$ cat config.mk
export PLATFORM = sky130hd
export DESIGN_NAME = cpp_mul
export DESIGN_NICKNAME = d
export VERILOG_FILES = /design/src/rtl/cpp_pkg.sv /design/src/rtl/cpp_mul.sv
export SDC_FILE = /design/constraint.sdc
export NUM_CORES = 2
export LEC_CHECK = 0
export BUFFER_PORTS_ARGS = -buffer_cell sky130_fd_sc_hd__buf_2
export CAP_MARGIN = 20
export CORE_MARGIN = 2
export CORE_UTILIZATION = 66
export DETAILED_ROUTE_END_ITERATION = 16
export GPL_ROUTABILITY_DRIVEN = 0
export PLACE_DENSITY = 0.84
export SLEW_MARGIN = 20
export SYNTH_ARGS = -nofsm -noshare
export SYNTH_HDL_FRONTEND = slang
export SYNTH_SLANG_ARGS = --single-unit
$ cat constraint.sdc
create_clock -name clk -period 11.39 [get_ports clk]
set_clock_uncertainty 0.15 [all_clocks]
set_input_delay 1.139 -clock clk [delete_from_list [all_inputs] [get_ports clk]]
set_output_delay 1.139 -clock clk [all_outputs]
set_load 0.01 [all_outputs]
$ cat src/rtl/cpp_pkg.sv
// cpp_pkg: shared types, constants and fixed-point helpers of the cart-pole plant step
// no dependencies; imported by every module of the block
package cpp_pkg;

    localparam int CFG_IDX_W  = 3;
    localparam int CFG_DATA_W = 31;

    typedef enum logic [CFG_IDX_W-1:0] {
        CFG_CART_MASS     = 3'd0,
        CFG_BAR_MASS      = 3'd1,
        CFG_BAR_LENGTH    = 3'd2,
        CFG_SAMPLE_PERIOD = 3'd3,
        CFG_START_ANGLE   = 3'd4
    } cfg_idx_t;

    // constants with 30 fraction bits
    localparam longint G_Q30           = 64'sd10533407293;
    localparam longint DT_Q30          = 64'sd5368709;
    localparam longint FOUR_THIRDS_Q30 = 64'sd1431655765;
    localparam longint PI_SRC_Q30      = 64'sd3373256577;
    localparam longint CORDIC_K_Q30    = 64'sd652032874;

    // angle constants with 16 fraction bits
    localparam int PI_Q16      = 205887;
    localparam int HALF_PI_Q16 = 102944;
    localparam int TWO_PI_Q16  = 411775;

    localparam int CORDIC_STEPS = 16;

    typedef logic signed [16:0] atan_t;
    localparam atan_t ATAN_Q16 [CORDIC_STEPS] = '{
        17'sd51472, 17'sd30386, 17'sd16055, 17'sd8150, 17'sd4091, 17'sd2047,
        17'sd1024, 17'sd512, 17'sd256, 17'sd128, 17'sd64, 17'sd32, 17'sd16,
        17'sd8, 17'sd4, 17'sd2
    };

    typedef struct packed {
        logic req;
        logic pin;
        logic halt;
        logic sing;
    } flags_t;

    typedef struct packed {
        logic signed [31:0] sin_v;
        logic signed [31:0] cos_v;
    } trig_t;

    typedef enum logic [5:0] {
        S_IDLE, S_I0, S_I1, S_I2, S_I3, S_I4, S_I5, S_WAITC,
        S_C1, S_C2, S_C3, S_C4, S_C5, S_C6, S_C7, S_C8, S_C9, S_C10,
        S_C11, S_C12, S_C13, S_C14, S_C15, S_C16, S_C17, S_C18, S_C19,
        S_C20, S_C21, S_PER, S_EMIT
    } seq_state_t;

    typedef enum logic [2:0] {
        CR_IDLE, CR_RED, CR_FOLD, CR_ROT, CR_FIN
    } cordic_state_t;

    typedef enum logic [1:0] {
        DV_IDLE, DV_RUN, DV_FIN
    } div_state_t;

    // rounding right shift, halves away from zero
    function automatic logic signed [64:0] rnd_shr(input logic signed [64:0] v, input int s);
        logic signed [64:0] half;
        logic signed [64:0] mag;
        if (s <= 0) begin
            return v;
        end
        half = 65'sd1 <<< (s - 1);
        if (!v[64]) begin
            return (v + half) >>> s;
        end
        mag = -v;
        return -((mag + half) >>> s);
    endfunction

    function automatic logic signed [31:0] sat32(input logic signed [64:0] v);
        if (v > 65'sd2147483647) begin
            return 32'sh7FFF_FFFF;
        end
        if (v < -65'sd2147483648) begin
            return 32'sh8000_0000;
        end
        return v[31:0];
    endfunction

    function automatic logic signed [31:0] add_sat(input logic signed [31:0] a,
                                                  input logic signed [31:0] b);
        logic signed [32:0] s;
        s = 33'(a) + 33'(b);
        if (s[32] != s[31]) begin
            return s[32] ? 32'sh8000_0000 : 32'sh7FFF_FFFF;
        end
        return s[31:0];
    endfunction

endpackage

$ cat src/rtl/cpp_mul.sv
// cpp_mul: shared 32x32 signed multiplier with registered product
// depends on cpp_pkg for rounding and saturation
module cpp_mul #(
    parameter int FRAC_BITS = 16
) (
    input  logic               clk,
    input  logic               en,
    input  logic signed [31:0] a,
    input  logic signed [31:0] b,
    output logic signed [63:0] prod,
    output logic signed [31:0] q
);
    import cpp_pkg::*;

    logic signed [63:0] prod_reg;

    always_ff @(posedge clk)
    begin
        if (en)
        begin
            prod_reg <= a * b;
        end
    end

    assign prod = prod_reg;
    // rounded, saturated fixed-point product
    assign q    = sat32(rnd_shr({prod_reg[63], prod_reg}, FRAC_BITS));
endmodule

==> impl_summary.txt <==
----------------------------------------------------
[Clock tree]
  Total of hold buffers inserted after clock tree synthesis ... 0
  Clock transition at the register clock pins on the worst setup and hold paths after CTS ... 0.06 ns
  CTS H-Tree Depth ... 3
  Clock buffers created by TritonCTS ... 9
  Root Buffer Master ... sky130_fd_sc_hd__clkbuf_16
  Clock sink count ... 64
  Post-CTS setup buffer count ... 0
  Number of cells upsized or downsized after cts ... 0
  Clock tree from TritonCTS ... done
  Maximum buffer depth of the clock tree ... 2

[Critical path]
  Dominant cell type by count on the critical path ... sky130_fd_sc_hd__fa_1
  Buffers & Inverters on Critical Path ... 8
  Worst path slowest cell ... sky130_fd_sc_hd__o41ai_1
  Highest net fanout along the worst path ... 32
  Critical Path AT ... 10.26 ns
  Element type at the critical path start ... input pin
  Required time of the critical path ... roughly 11 ns
  Worst Setup Path Type ... in2reg
  Kind of end point of the critical path ... flop
  Delay of the slowest cell on the worst path ... 0.91 ns
  Cell family with the largest share of critical-path delay ... adder cells

[Route]
  Post-route ant nets ... 0
  Per-cell routed wire length ... 21.4 um
  Vias ... 32600
  Via/cell ratio ... just under 6
  Drt pass-1 iters ... 7
  Drt total wl ... 117000 um
  DRC violation count after routing ... 0
  Iteration-0 DRC count of the detailed router ... 3177

[Synthesis]
  Xor and xnor fraction of the mapped netlist area ... 3.13%
  Arithmetic-cell share of the synthesized area counting full adders, half adders and majority gates ... between 50 and 60%
  Ys Warns ... 0
  Syn Std Cell Area ... 42800 um^2
  Proportion of synthesized flip-flops having asynchronous set or reset ... 0%
  Synth Net Count ... around 6000
  Main combinational cell family by area after synthesis ... adder cells
  Fraction of the mapped netlist area in simple logic gates ... 18.2%
  Proportion of synthesized area in mux cells ... 0.290%
  Prevailing post-synth register cell ... sky130_fd_sc_hd__edfxtp_1
  Complex-gate fraction of the synthesized area ... roughly 5.5%
  Count of state elements after synthesis ... 64
  Synthesized instance count ... 4675
  Number of enable flip-flop cells after synthesis ... 64
  Yosys cell types ... 99
  Register area share after synthesis ... approximately 4.5%
  Mean cell area of the mapped netlist ... 9.15 um^2

[Timing]
  Timing-limited maximum frequency ... 97.0 MHz
  Total of endpoints with negative setup slack in the final report ... 0
  Setup Total Neg Slack ... 0 ns
  Setup repair after global routing missed its margin ... no
  Total count of hold-check failures in the final report ... 0
  Total count of max-transition violations in the final report ... 0
  Transition time at the pin with the least slew margin ... 1.05 ns
  Worst max-slew margin expressed relative to the limit ... between 20% and 30%
  Final critical-path required period ... 10.31 ns
  Portion of the clock cycle consumed by the worst path in the final layout ... a little over 90%

[Global route]
  Global Route met3 Usage ... 10.5%
  Pin count of the biggest net entering global routing ... 90
  Global-route wire length before repair ... around 190000 um
  Vias in the first global route ... 35300
  Global-route usage over all layers ... between 30% and 40%
  Grt ovf ... 0
  GRT met1 Usage ... 48.0%
  Met2 track utilization from global routing ... between 50% and 60%
  Initial antenna violation count ... 6
  Busiest grt layer ... met2

[Layout]
  Fraction of layout instances using a drive strength above 1 ... 5.88%
  Net count, final ... 5944
  Flip-flop count of the largest register, all copies and words added ... 64
  Most common cell after layout, fill and taps aside ... sky130_fd_sc_hd__fa_1
  Highest-count cells in the layout ignoring fill and taps ... sky130_fd_sc_hd__fa_1 (1082), sky130_fd_sc_hd__inv_1 (1061), sky130_fd_sc_hd__nand2_1 (579)
  Relative area change from synthesis to final layout ... 2.66%

[Run]
  Number of maximum-capacitance violations ... 0

[Hold path]
  Worst Min Path Start ... en
  Number of cells on the worst hold path ... 2
  Worst Hold Endpoint ... prod[2]
  Worst hold-check path type ... in2reg

[Floorplan]
  I/O pin count ... 162
  Standard-cell rows ... 93
  Die outline height ... between 200 and 300 um
  Die ar. ... 66900 um^2
  Die width ... 259 um
  Initial core utilization ... 66.6%
  Placeable core region ... 64200 um^2

[Status]
  Run status ... complete, no violations

[Placement]
  HPWL after detailed placement ... 91300 um
  Port-buffer cells ... 161

----------------------------------------------------
metal layers:
metal  part of all wire (%)  vias to the layer above
li1                       -                    13800
met1                     36                    16400
met2                     47                     2033
met3                     13                      359
met4                    4.0                        4
met5                  0.020                        -
cells by family after synthesis:
group	count (synthesis)
compound gates	350
xor+xnor	152
fa+ha+maj	1270
buf+inv	1325
flops	64
mux	12
simple gates	1502
per-stage QoR:
stage | instances | worst slack (ns) | area, um^2 | hold slack, ns | util (%)
final | 5472 | 1.08 | 43900 | 1.34 | 68.4
after global routing | 5470 | 0.555 | 43900 | 1.40 | 68.4
after global placement | 5452 | 1.17 | 43600 | 1.43 | 67.9
after detailed placement | 5452 | 0.855 | 43600 | 1.44 | 67.9
after floorplan | 4675 | 2.11 | 42800 | 1.10 | -
after CTS | 5467 | 1.21 | 43900 | 1.35 | 68.3
area by class of cell:
| class | instances | area [um^2] |
|---|---|---|
| clock buffers | 9 | 225 |
| diodes | 5 | 12.5 |
| fillers | 4799 | 20300 |
| multi-input cells | 3286 | 35600 |
| well taps | 855 | 1070 |
| inverters | 1062 | 3990 |
| flip-flops and latches | 64 | 1920 |
| repair buffers | 185 | 986 |
| clock inverters | 6 | 61.3 |
synthesized netlist by cell type, types with 14 or more instances:
cell type | n | area [um^2]
sky130_fd_sc_hd__and2_1 | 496 | 3100
sky130_fd_sc_hd__nand2b_1 | 18 | 113
sky130_fd_sc_hd__a21oi_1 | 91 | 455
sky130_fd_sc_hd__nor3_1 | 55 | 275
sky130_fd_sc_hd__clkbuf_1 | 217 | 815
sky130_fd_sc_hd__o21a_1 | 14 | 105
sky130_fd_sc_hd__edfxtp_1 | 64 | 1920
sky130_fd_sc_hd__o21ai_1 | 21 | 105
sky130_fd_sc_hd__and3_1 | 22 | 138
sky130_fd_sc_hd__a21o_1 | 35 | 263
sky130_fd_sc_hd__nor2_1 | 121 | 454
sky130_fd_sc_hd__nand4_1 | 26 | 163
sky130_fd_sc_hd__ha_1 | 188 | 2350
sky130_fd_sc_hd__o21bai_1 | 14 | 105
sky130_fd_sc_hd__buf_6 | 18 | 203
sky130_fd_sc_hd__nor4_1 | 21 | 131
sky130_fd_sc_hd__xnor2_1 | 100 | 876
sky130_fd_sc_hd__inv_1 | 1061 | 3980
sky130_fd_sc_hd__o21ai_0 | 57 | 285
sky130_fd_sc_hd__xor2_1 | 51 | 447
sky130_fd_sc_hd__nand2_1 | 579 | 2170
sky130_fd_sc_hd__nand3_1 | 55 | 275
sky130_fd_sc_hd__fa_1 | 1082 | 21700
sky130_fd_sc_hd__a31oi_1 | 17 | 106
worst max path at each step:
stage / start / to / cells past startpoint
after floorplan: a[31] / prod[61] / 25
after global placement: a[31] / prod[61] / 25
after detailed placement: a[31] / prod[61] / 25
after CTS: a[31] / prod[61] / 25
after global routing: a[31] / prod[61] / 25
final: a[31] / prod[61] / 25
Power is not shown: default switching activity piles up to over one toggle a cycle in this logic, so the estimate is an artifact.
