$ cat src/rtl/cpp_pkg.sv
// cpp_pkg: shared types, constants and fixed-point helpers of the cart-pole plant step
// no dependencies; imported by every module of the block
package cpp_pkg;

    localparam int CFG_IDX_W  = 3;
    localparam int CFG_DATA_W = 31;

    typedef enum logic [CFG_IDX_W-1:0] {
        CFG_CART_MASS     = 3'd0,
        CFG_BAR_MASS      = 3'd1,
        CFG_BAR_LENGTH    = 3'd2,
        CFG_SAMPLE_PERIOD = 3'd3,
        CFG_START_ANGLE   = 3'd4
    } cfg_idx_t;

    // constants with 30 fraction bits
    localparam longint G_Q30           = 64'sd10533407293;
    localparam longint DT_Q30          = 64'sd5368709;
    localparam longint FOUR_THIRDS_Q30 = 64'sd1431655765;
    localparam longint PI_SRC_Q30      = 64'sd3373256577;
    localparam longint CORDIC_K_Q30    = 64'sd652032874;

    // angle constants with 16 fraction bits
    localparam int PI_Q16      = 205887;
    localparam int HALF_PI_Q16 = 102944;
    localparam int TWO_PI_Q16  = 411775;

    localparam int CORDIC_STEPS = 16;

    typedef logic signed [16:0] atan_t;
    localparam atan_t ATAN_Q16 [CORDIC_STEPS] = '{
        17'sd51472, 17'sd30386, 17'sd16055, 17'sd8150, 17'sd4091, 17'sd2047,
        17'sd1024, 17'sd512, 17'sd256, 17'sd128, 17'sd64, 17'sd32, 17'sd16,
        17'sd8, 17'sd4, 17'sd2
    };

    typedef struct packed {
        logic req;
        logic pin;
        logic halt;
        logic sing;
    } flags_t;

    typedef struct packed {
        logic signed [31:0] sin_v;
        logic signed [31:0] cos_v;
    } trig_t;

    typedef enum logic [5:0] {
        S_IDLE, S_I0, S_I1, S_I2, S_I3, S_I4, S_I5, S_WAITC,
        S_C1, S_C2, S_C3, S_C4, S_C5, S_C6, S_C7, S_C8, S_C9, S_C10,
        S_C11, S_C12, S_C13, S_C14, S_C15, S_C16, S_C17, S_C18, S_C19,
        S_C20, S_C21, S_PER, S_EMIT
    } seq_state_t;

    typedef enum logic [2:0] {
        CR_IDLE, CR_RED, CR_FOLD, CR_ROT, CR_FIN
    } cordic_state_t;

    typedef enum logic [1:0] {
        DV_IDLE, DV_RUN, DV_FIN
    } div_state_t;

    // rounding right shift, halves away from zero
    function automatic logic signed [64:0] rnd_shr(input logic signed [64:0] v, input int s);
        logic signed [64:0] half;
        logic signed [64:0] mag;
        if (s <= 0) begin
            return v;
        end
        half = 65'sd1 <<< (s - 1);
        if (!v[64]) begin
            return (v + half) >>> s;
        end
        mag = -v;
        return -((mag + half) >>> s);
    endfunction

    function automatic logic signed [31:0] sat32(input logic signed [64:0] v);
        if (v > 65'sd2147483647) begin
            return 32'sh7FFF_FFFF;
        end
        if (v < -65'sd2147483648) begin
            return 32'sh8000_0000;
        end
        return v[31:0];
    endfunction

    function automatic logic signed [31:0] add_sat(input logic signed [31:0] a,
                                                  input logic signed [31:0] b);
        logic signed [32:0] s;
        s = 33'(a) + 33'(b);
        if (s[32] != s[31]) begin
            return s[32] ? 32'sh8000_0000 : 32'sh7FFF_FFFF;
        end
        return s[31:0];
    endfunction

endpackage

$ cat src/rtl/cpp_div.sv
// cpp_div: radix-2 restoring divider, 64-bit signed by 32-bit signed, truncating, saturating
// depends on cpp_pkg for the state type and saturation
module cpp_div (
    input  logic               clk,
    input  logic               rst_n,
    input  logic               start,
    input  logic signed [63:0] num,
    input  logic signed [31:0] den,
    output logic               busy,
    output logic signed [31:0] quo
);
    import cpp_pkg::*;

    div_state_t         state_reg, state_next;
    logic [4:0]         cnt_reg, cnt_next;
    logic [31:0]        rem_reg, rem_next;
    logic [31:0]        lo_reg, lo_next;
    logic [31:0]        dmag_reg, dmag_next;
    logic               sign_reg, sign_next;
    logic               ovf_reg, ovf_next;
    logic signed [31:0] quo_reg, quo_next;

    logic [63:0]        nmag;
    logic [31:0]        dmag;
    logic [32:0]        trial;
    logic signed [32:0] qs;

    always_comb
    begin
        nmag  = num[63] ? 64'(-num) : 64'(num);
        dmag  = den[31] ? 32'(-den) : 32'(den);
        trial = {rem_reg, lo_reg[31]};
        qs    = sign_reg ? -33'({1'b0, lo_reg}) : 33'({1'b0, lo_reg});

        state_next = state_reg;
        cnt_next   = cnt_reg;
        rem_next   = rem_reg;
        lo_next    = lo_reg;
        dmag_next  = dmag_reg;
        sign_next  = sign_reg;
        ovf_next   = ovf_reg;
        quo_next   = quo_reg;

        unique case (state_reg)
            DV_IDLE:
            begin
                if (start)
                begin
                    rem_next   = nmag[63:32];
                    lo_next    = nmag[31:0];
                    dmag_next  = dmag;
                    sign_next  = num[63] ^ den[31];
                    // quotient of 2^32 or more ends the run early and saturates
                    ovf_next   = (nmag[63:32] >= dmag);
                    cnt_next   = '0;
                    state_next = DV_RUN;
                end
            end
            DV_RUN:
            begin
                if (trial >= {1'b0, dmag_reg})
                begin
                    rem_next = 32'(trial - {1'b0, dmag_reg});
                    lo_next  = {lo_reg[30:0], 1'b1};
                end
                else
                begin
                    rem_next = trial[31:0];
                    lo_next  = {lo_reg[30:0], 1'b0};
                end
                cnt_next = cnt_reg + 1'b1;
                if (cnt_reg == 5'd31 || ovf_reg)
                begin
                    state_next = DV_FIN;
                end
            end
            DV_FIN:
            begin
                if (ovf_reg)
                begin
                    quo_next = sign_reg ? 32'sh8000_0000 : 32'sh7FFF_FFFF;
                end
                else
                begin
                    quo_next = sat32(65'(qs));
                end
                state_next = DV_IDLE;
            end
            default:
            begin
                state_next = DV_IDLE;
            end
        endcase
    end

    always_ff @(posedge clk or negedge rst_n)
    begin
        if (!rst_n)
        begin
            state_reg <= DV_IDLE;
        end
        else
        begin
            state_reg <= state_next;
        end
    end

    always_ff @(posedge clk)
    begin
        cnt_reg  <= cnt_next;
        rem_reg  <= rem_next;
        lo_reg   <= lo_next;
        dmag_reg <= dmag_next;
        sign_reg <= sign_next;
        ovf_reg  <= ovf_next;
        quo_reg  <= quo_next;
    end

    assign busy = (state_reg != DV_IDLE);
    assign quo  = quo_reg;
endmodule

$ cat config.mk
export PLATFORM = sky130hd
export DESIGN_NAME = cpp_div
export DESIGN_NICKNAME = d
export VERILOG_FILES = /design/src/rtl/cpp_pkg.sv /design/src/rtl/cpp_div.sv
export SDC_FILE = /design/constraint.sdc
export NUM_CORES = 1
export LEC_CHECK = 0
export ABC_AREA = 1
export BUFFER_PORTS_ARGS = -buffer_cell sky130_fd_sc_hd__buf_2
export CORE_UTILIZATION = 25
export DETAILED_ROUTE_END_ITERATION = 10
export GPL_TIMING_DRIVEN = 0
export SLEW_MARGIN = 20
export SYNTH_ARGS = -nofsm -noshare
export SYNTH_HDL_FRONTEND = slang
export SYNTH_SLANG_ARGS = --single-unit
export TNS_END_PERCENT = 1
$ cat constraint.sdc
create_clock -name clk -period 13 [get_ports clk]
set_input_delay 2.6 -clock clk [delete_from_list [all_inputs] [get_ports clk]]
set_output_delay 2.6 -clock clk [all_outputs]
set_load 0.01 [all_outputs]
==> summary.txt <==
CTS
  • CTS Hold Bufs: 0
  • Clk sink count: 137
  • Setup bufs post-CTS: 0
  • Bufs on Longest Clock Path: 2
  • CTS Root Buffer Type: clkbuf_16
  • Post_cts resized: 0
  • Number of CTS-inserted buffers: 17
  • Worst-Skew Late Latency: 0.46 ns
  • CTS tree: built
  • Clock-pin slew on the worst setup and hold paths: 0.06 ns
  • H-tree depth: 4

Yosys
  • Number of synthesized flops with an enable pin: 135
  • Async SR Flop Fraction: 1.46%
  • Mapped cell area: 12600 sq um
  • Syn Area/Cell: 7.07 sq um
  • Netlist cell types: 50
  • Yosys warning count: 0
  • Seq/Total Area, Yosys: 32.6%
  • Post-synthesis register bit count: 137
  • Ys flop type: edfxtp_1
  • Syn Nets: 1950
  • Synth Instances: 1781

Routing
  • Vias after detailed routing: 12400
  • DR vias/cell: 4.74
  • DR WL/cell: 17.0 microns
  • DRT Pass-1 Iters: 5
  • Residual DRC: 0
  • Post-route ant nets: 0
  • Routed wire length: 44700 microns
  • Starting DRT DRC Count: 962

Worst setup path
  • CP arrival: 6.28 ns
  • Largest delay contributor family on the critical path: simple AND/OR/NAND/NOR gates
  • Cells on worst reg2reg path: 14
  • Worst-path maximum fanout: 5
  • Biggest cell delay along the critical path: 0.36 ns
  • FF-to-FF End: rem_reg[30]$_DFFE_PP_
  • Worst Setup SP: num[0]
  • Critical Path RT: 13.30 ns
  • Setup CP Type: in -> reg
  • Worst setup EP type: flip-flop
  • CP bufs+invs: 5
  • R2r setup slk: 9.66 ns
  • Critical path depth: 25
  • CP startpoint kind: primary input
  • CP dominant cell by count: nand2_1
  • End of the critical path: ovf_reg$_DFFE_PP_
  • Slowest CP cell: o21ai_0
  • Reg-to-reg startpoint: lo_reg[31]$_DFFE_PP_

Timing
  • Tcrit/Tclk final: 46.0%
  • Tmin final: 5.98 ns
  • Fin Setup TNS: 0 ns
  • Max-slew headroom: 31.3%
  • Final Setup Violations: 0
  • Max-slew violation count: 0
  • Unrepaired setup endpoints after global routing: false
  • Worst Skew: 0.0115 ns
  • Achievable frequency: 167 MHz
  • Hold Fails Final Rpt: 0
  • Slew of the pin with the lowest slew margin: 1.03 ns

Placed design
  • Dpl hpwl: 36800 microns
  • # port buffers: 130
  • RePlAce Congestion: 0.952

Power
  • Internal: 1.67 mW
  • Static leakage: 6.73 nW
  • Clock network fraction of design power: 16.3%
  • Power per cell area: 217 nW/um^2
  • Psw: 1.55 mW
  • Sw Share: 48.0%
  • Gate power share: 55.8%
  • Sequential Power Share: 27.9%
  • Tot Pwr: 3.22 mW
  • VDD IR-drop max: 0.000100 V

Global routing
  • Number of global-route vias before repair: 11800
  • First-pass GRT wire length: 67200 microns
  • Total track usage: 17.5%
  • Initial antenna violation count: 21
  • Largest net degree at the start of global routing: 37
  • GRT overflow: 0

Min path
  • Hold Path Stages: 1
  • Hold/Removal Path Class: reg -> reg

Floorplanning
  • Die Y: 226 microns
  • Core area: 49400 sq um
  • Die area: 51300 sq um
  • Initial Util: 25.5%
  • # IOs: 132
  • Die X: 226 microns
  • # rows: 81

Layout
  • Layout cells sized above 1: 14.6%
  • Fin nets: 2102
  • Area delta synth->final: 17.5%
  • Fillers: 5432

Outcome
  • Status: complete, no violations

Run
  • Max_cap viols: 0
## Yosys cell counts (2+ instances only)
| master | count | share of area (%) |
|---|---|---|
| ha_1 | 69 | 6.9 |
| nor2_4 | 3 | 0.27 |
| or2_2 | 10 | 0.50 |
| a21o_1 | 3 | 0.18 |
| o21a_1 | 5 | 0.30 |
| a21oi_1 | 67 | 2.7 |
| o211ai_1 | 19 | 1.1 |
| inv_2 | 8 | 0.24 |
| nand3b_1 | 12 | 0.72 |
| buf_2 | 17 | 0.68 |
| nor4_1 | 15 | 0.75 |
| nor2_2 | 14 | 0.70 |
| nor2_1 | 194 | 5.8 |
| buf_6 | 3 | 0.27 |
| nor3_2 | 3 | 0.24 |
| nor3_1 | 27 | 1.1 |
| dfrtp_1 | 2 | 0.40 |
| and2_1 | 2 | 0.099 |
| nand2_2 | 41 | 2.0 |
| buf_1 | 3 | 0.089 |
| o21bai_1 | 4 | 0.24 |
| nand3_4 | 2 | 0.28 |
| edfxtp_1 | 135 | 32 |
| clkbuf_1 | 24 | 0.72 |
| o21ai_2 | 6 | 0.42 |
| nor2_8 | 2 | 0.32 |
| o31ai_1 | 4 | 0.24 |
| nand3_1 | 81 | 3.2 |
| a21boi_0 | 2 | 0.12 |
| nand4_1 | 25 | 1.2 |
| a31oi_1 | 8 | 0.40 |
| nand2_4 | 3 | 0.27 |
| xnor2_1 | 38 | 2.6 |
| o21ai_0 | 107 | 4.3 |
| o21ai_1 | 19 | 0.76 |
| a211oi_1 | 3 | 0.18 |
| nand3_2 | 5 | 0.40 |
| inv_1 | 234 | 7.0 |
| nand2_1 | 477 | 14 |
| xor2_1 | 75 | 5.2 |
## stage by stage
stage / instances / utilization, % / setup slack [ns] / hold slack [ns] / instance area [sq um]
CTS: 2610 / 29.9 / 7.05 / 0.613 / 14800
detailed placement: 2578 / 28.7 / 6.59 / 0.604 / 14200
global placement: 2575 / 28.5 / 4.87 / 0.581 / 14100
global route: 2617 / 30.0 / 6.72 / 0.642 / 14800
finish: 2623 / 30.0 / 7.02 / 0.620 / 14800
floorplan: 1781 / - / 6.75 / 0.492 / 12600
## power by group through the flow
stage	combinational, mW	clock (mW)	sequential [mW]
3_3_place_gp	1.73	0	0.921
5_1_grt	2.01	0.543	0.918
2_1_floorplan	1.25	0	0.872
3_5_place_dp	1.77	0	0.906
4_1_cts	1.78	0.530	0.900
6_report	1.79	0.524	0.899
## kinds of logic (layout without fill, tap and decap cells)
kind of cell / Yosys count / in the layout / synth area share [%]
other cells: 0 / 13 / 0
fa+ha+maj: 70 / 70 / 7.01
flops: 137 / 137 / 32.6
simple gates: 919 / 919 / 32.3
xor+xnor: 113 / 113 / 7.86
buf+inv: 290 / 455 / 9.02
compound gates: 252 / 252 / 11.2
## layer usage
| metal | GRT usage [%] | vias up | part of all wire (%) |
|---|---|---|---|
| met4 | 7.26 | 16 | 3.2 |
| li1 | - | 6148 | - |
| met5 | 0 | - | 0.22 |
| met2 | 25.9 | 419 | 41 |
| met3 | 4.51 | 73 | 8.1 |
| met1 | 24.1 | 5773 | 47 |
## placed cells by master (no fill, tap or decap), types with 4 or more instances in the layout
master,count
diode_2,13
o31ai_1,4
buf_2,147
o21bai_1,4
ha_1,69
edfxtp_1,135
o21ai_1,19
nor4_1,15
bufinv_16,4
nor3_1,27
inv_1,234
inv_2,8
nand3b_1,12
xor2_1,75
nand3_2,5
o211ai_1,19
a21oi_1,67
clkbuf_16,17
nor2_4,5
a31oi_1,8
nand2_4,4
clkbuf_1,26
clkinvlp_4,5
xnor2_1,38
nand3_1,81
o21ai_2,6
o21a_1,5
o21ai_0,107
or2_2,10
nor2_2,14
nand2_2,41
nor2_1,192
nand4_1,25
nand2_1,476
## layout make-up
type	instances	area [sq um]	area share [%]
Inverter	242	908	6.14
Multi-Input combinational cell	1354	7380	49.8
Sequential cell	137	4100	27.7
Antenna cell	13	32.5	0.220
Buffer	48	228	1.54
Tap cell	664	831	5.61
Timing Repair Buffer	133	711	4.80
Clock inverter	13	178	1.20
Clock buffer	19	433	2.92
## worst min-delay path by stage
stage / start / end / slack, ns
after CTS: cnt_reg[0]$_SDFFCE_PN0P_ / cnt_reg[0]$_SDFFCE_PN0P_ / 0.61
after global placement: cnt_reg[3]$_SDFFCE_PN0P_ / cnt_reg[3]$_SDFFCE_PN0P_ / 0.58
final: cnt_reg[0]$_SDFFCE_PN0P_ / cnt_reg[0]$_SDFFCE_PN0P_ / 0.62
after floorplan: ovf_reg$_DFFE_PP_ / state_reg[1]$_DFFE_PN0P_ / 0.49
after detailed placement: cnt_reg[0]$_SDFFCE_PN0P_ / cnt_reg[0]$_SDFFCE_PN0P_ / 0.60
after global routing: lo_reg[1]$_DFFE_PP_ / lo_reg[2]$_DFFE_PP_ / 0.64
(Power assumes the default switching activity.)
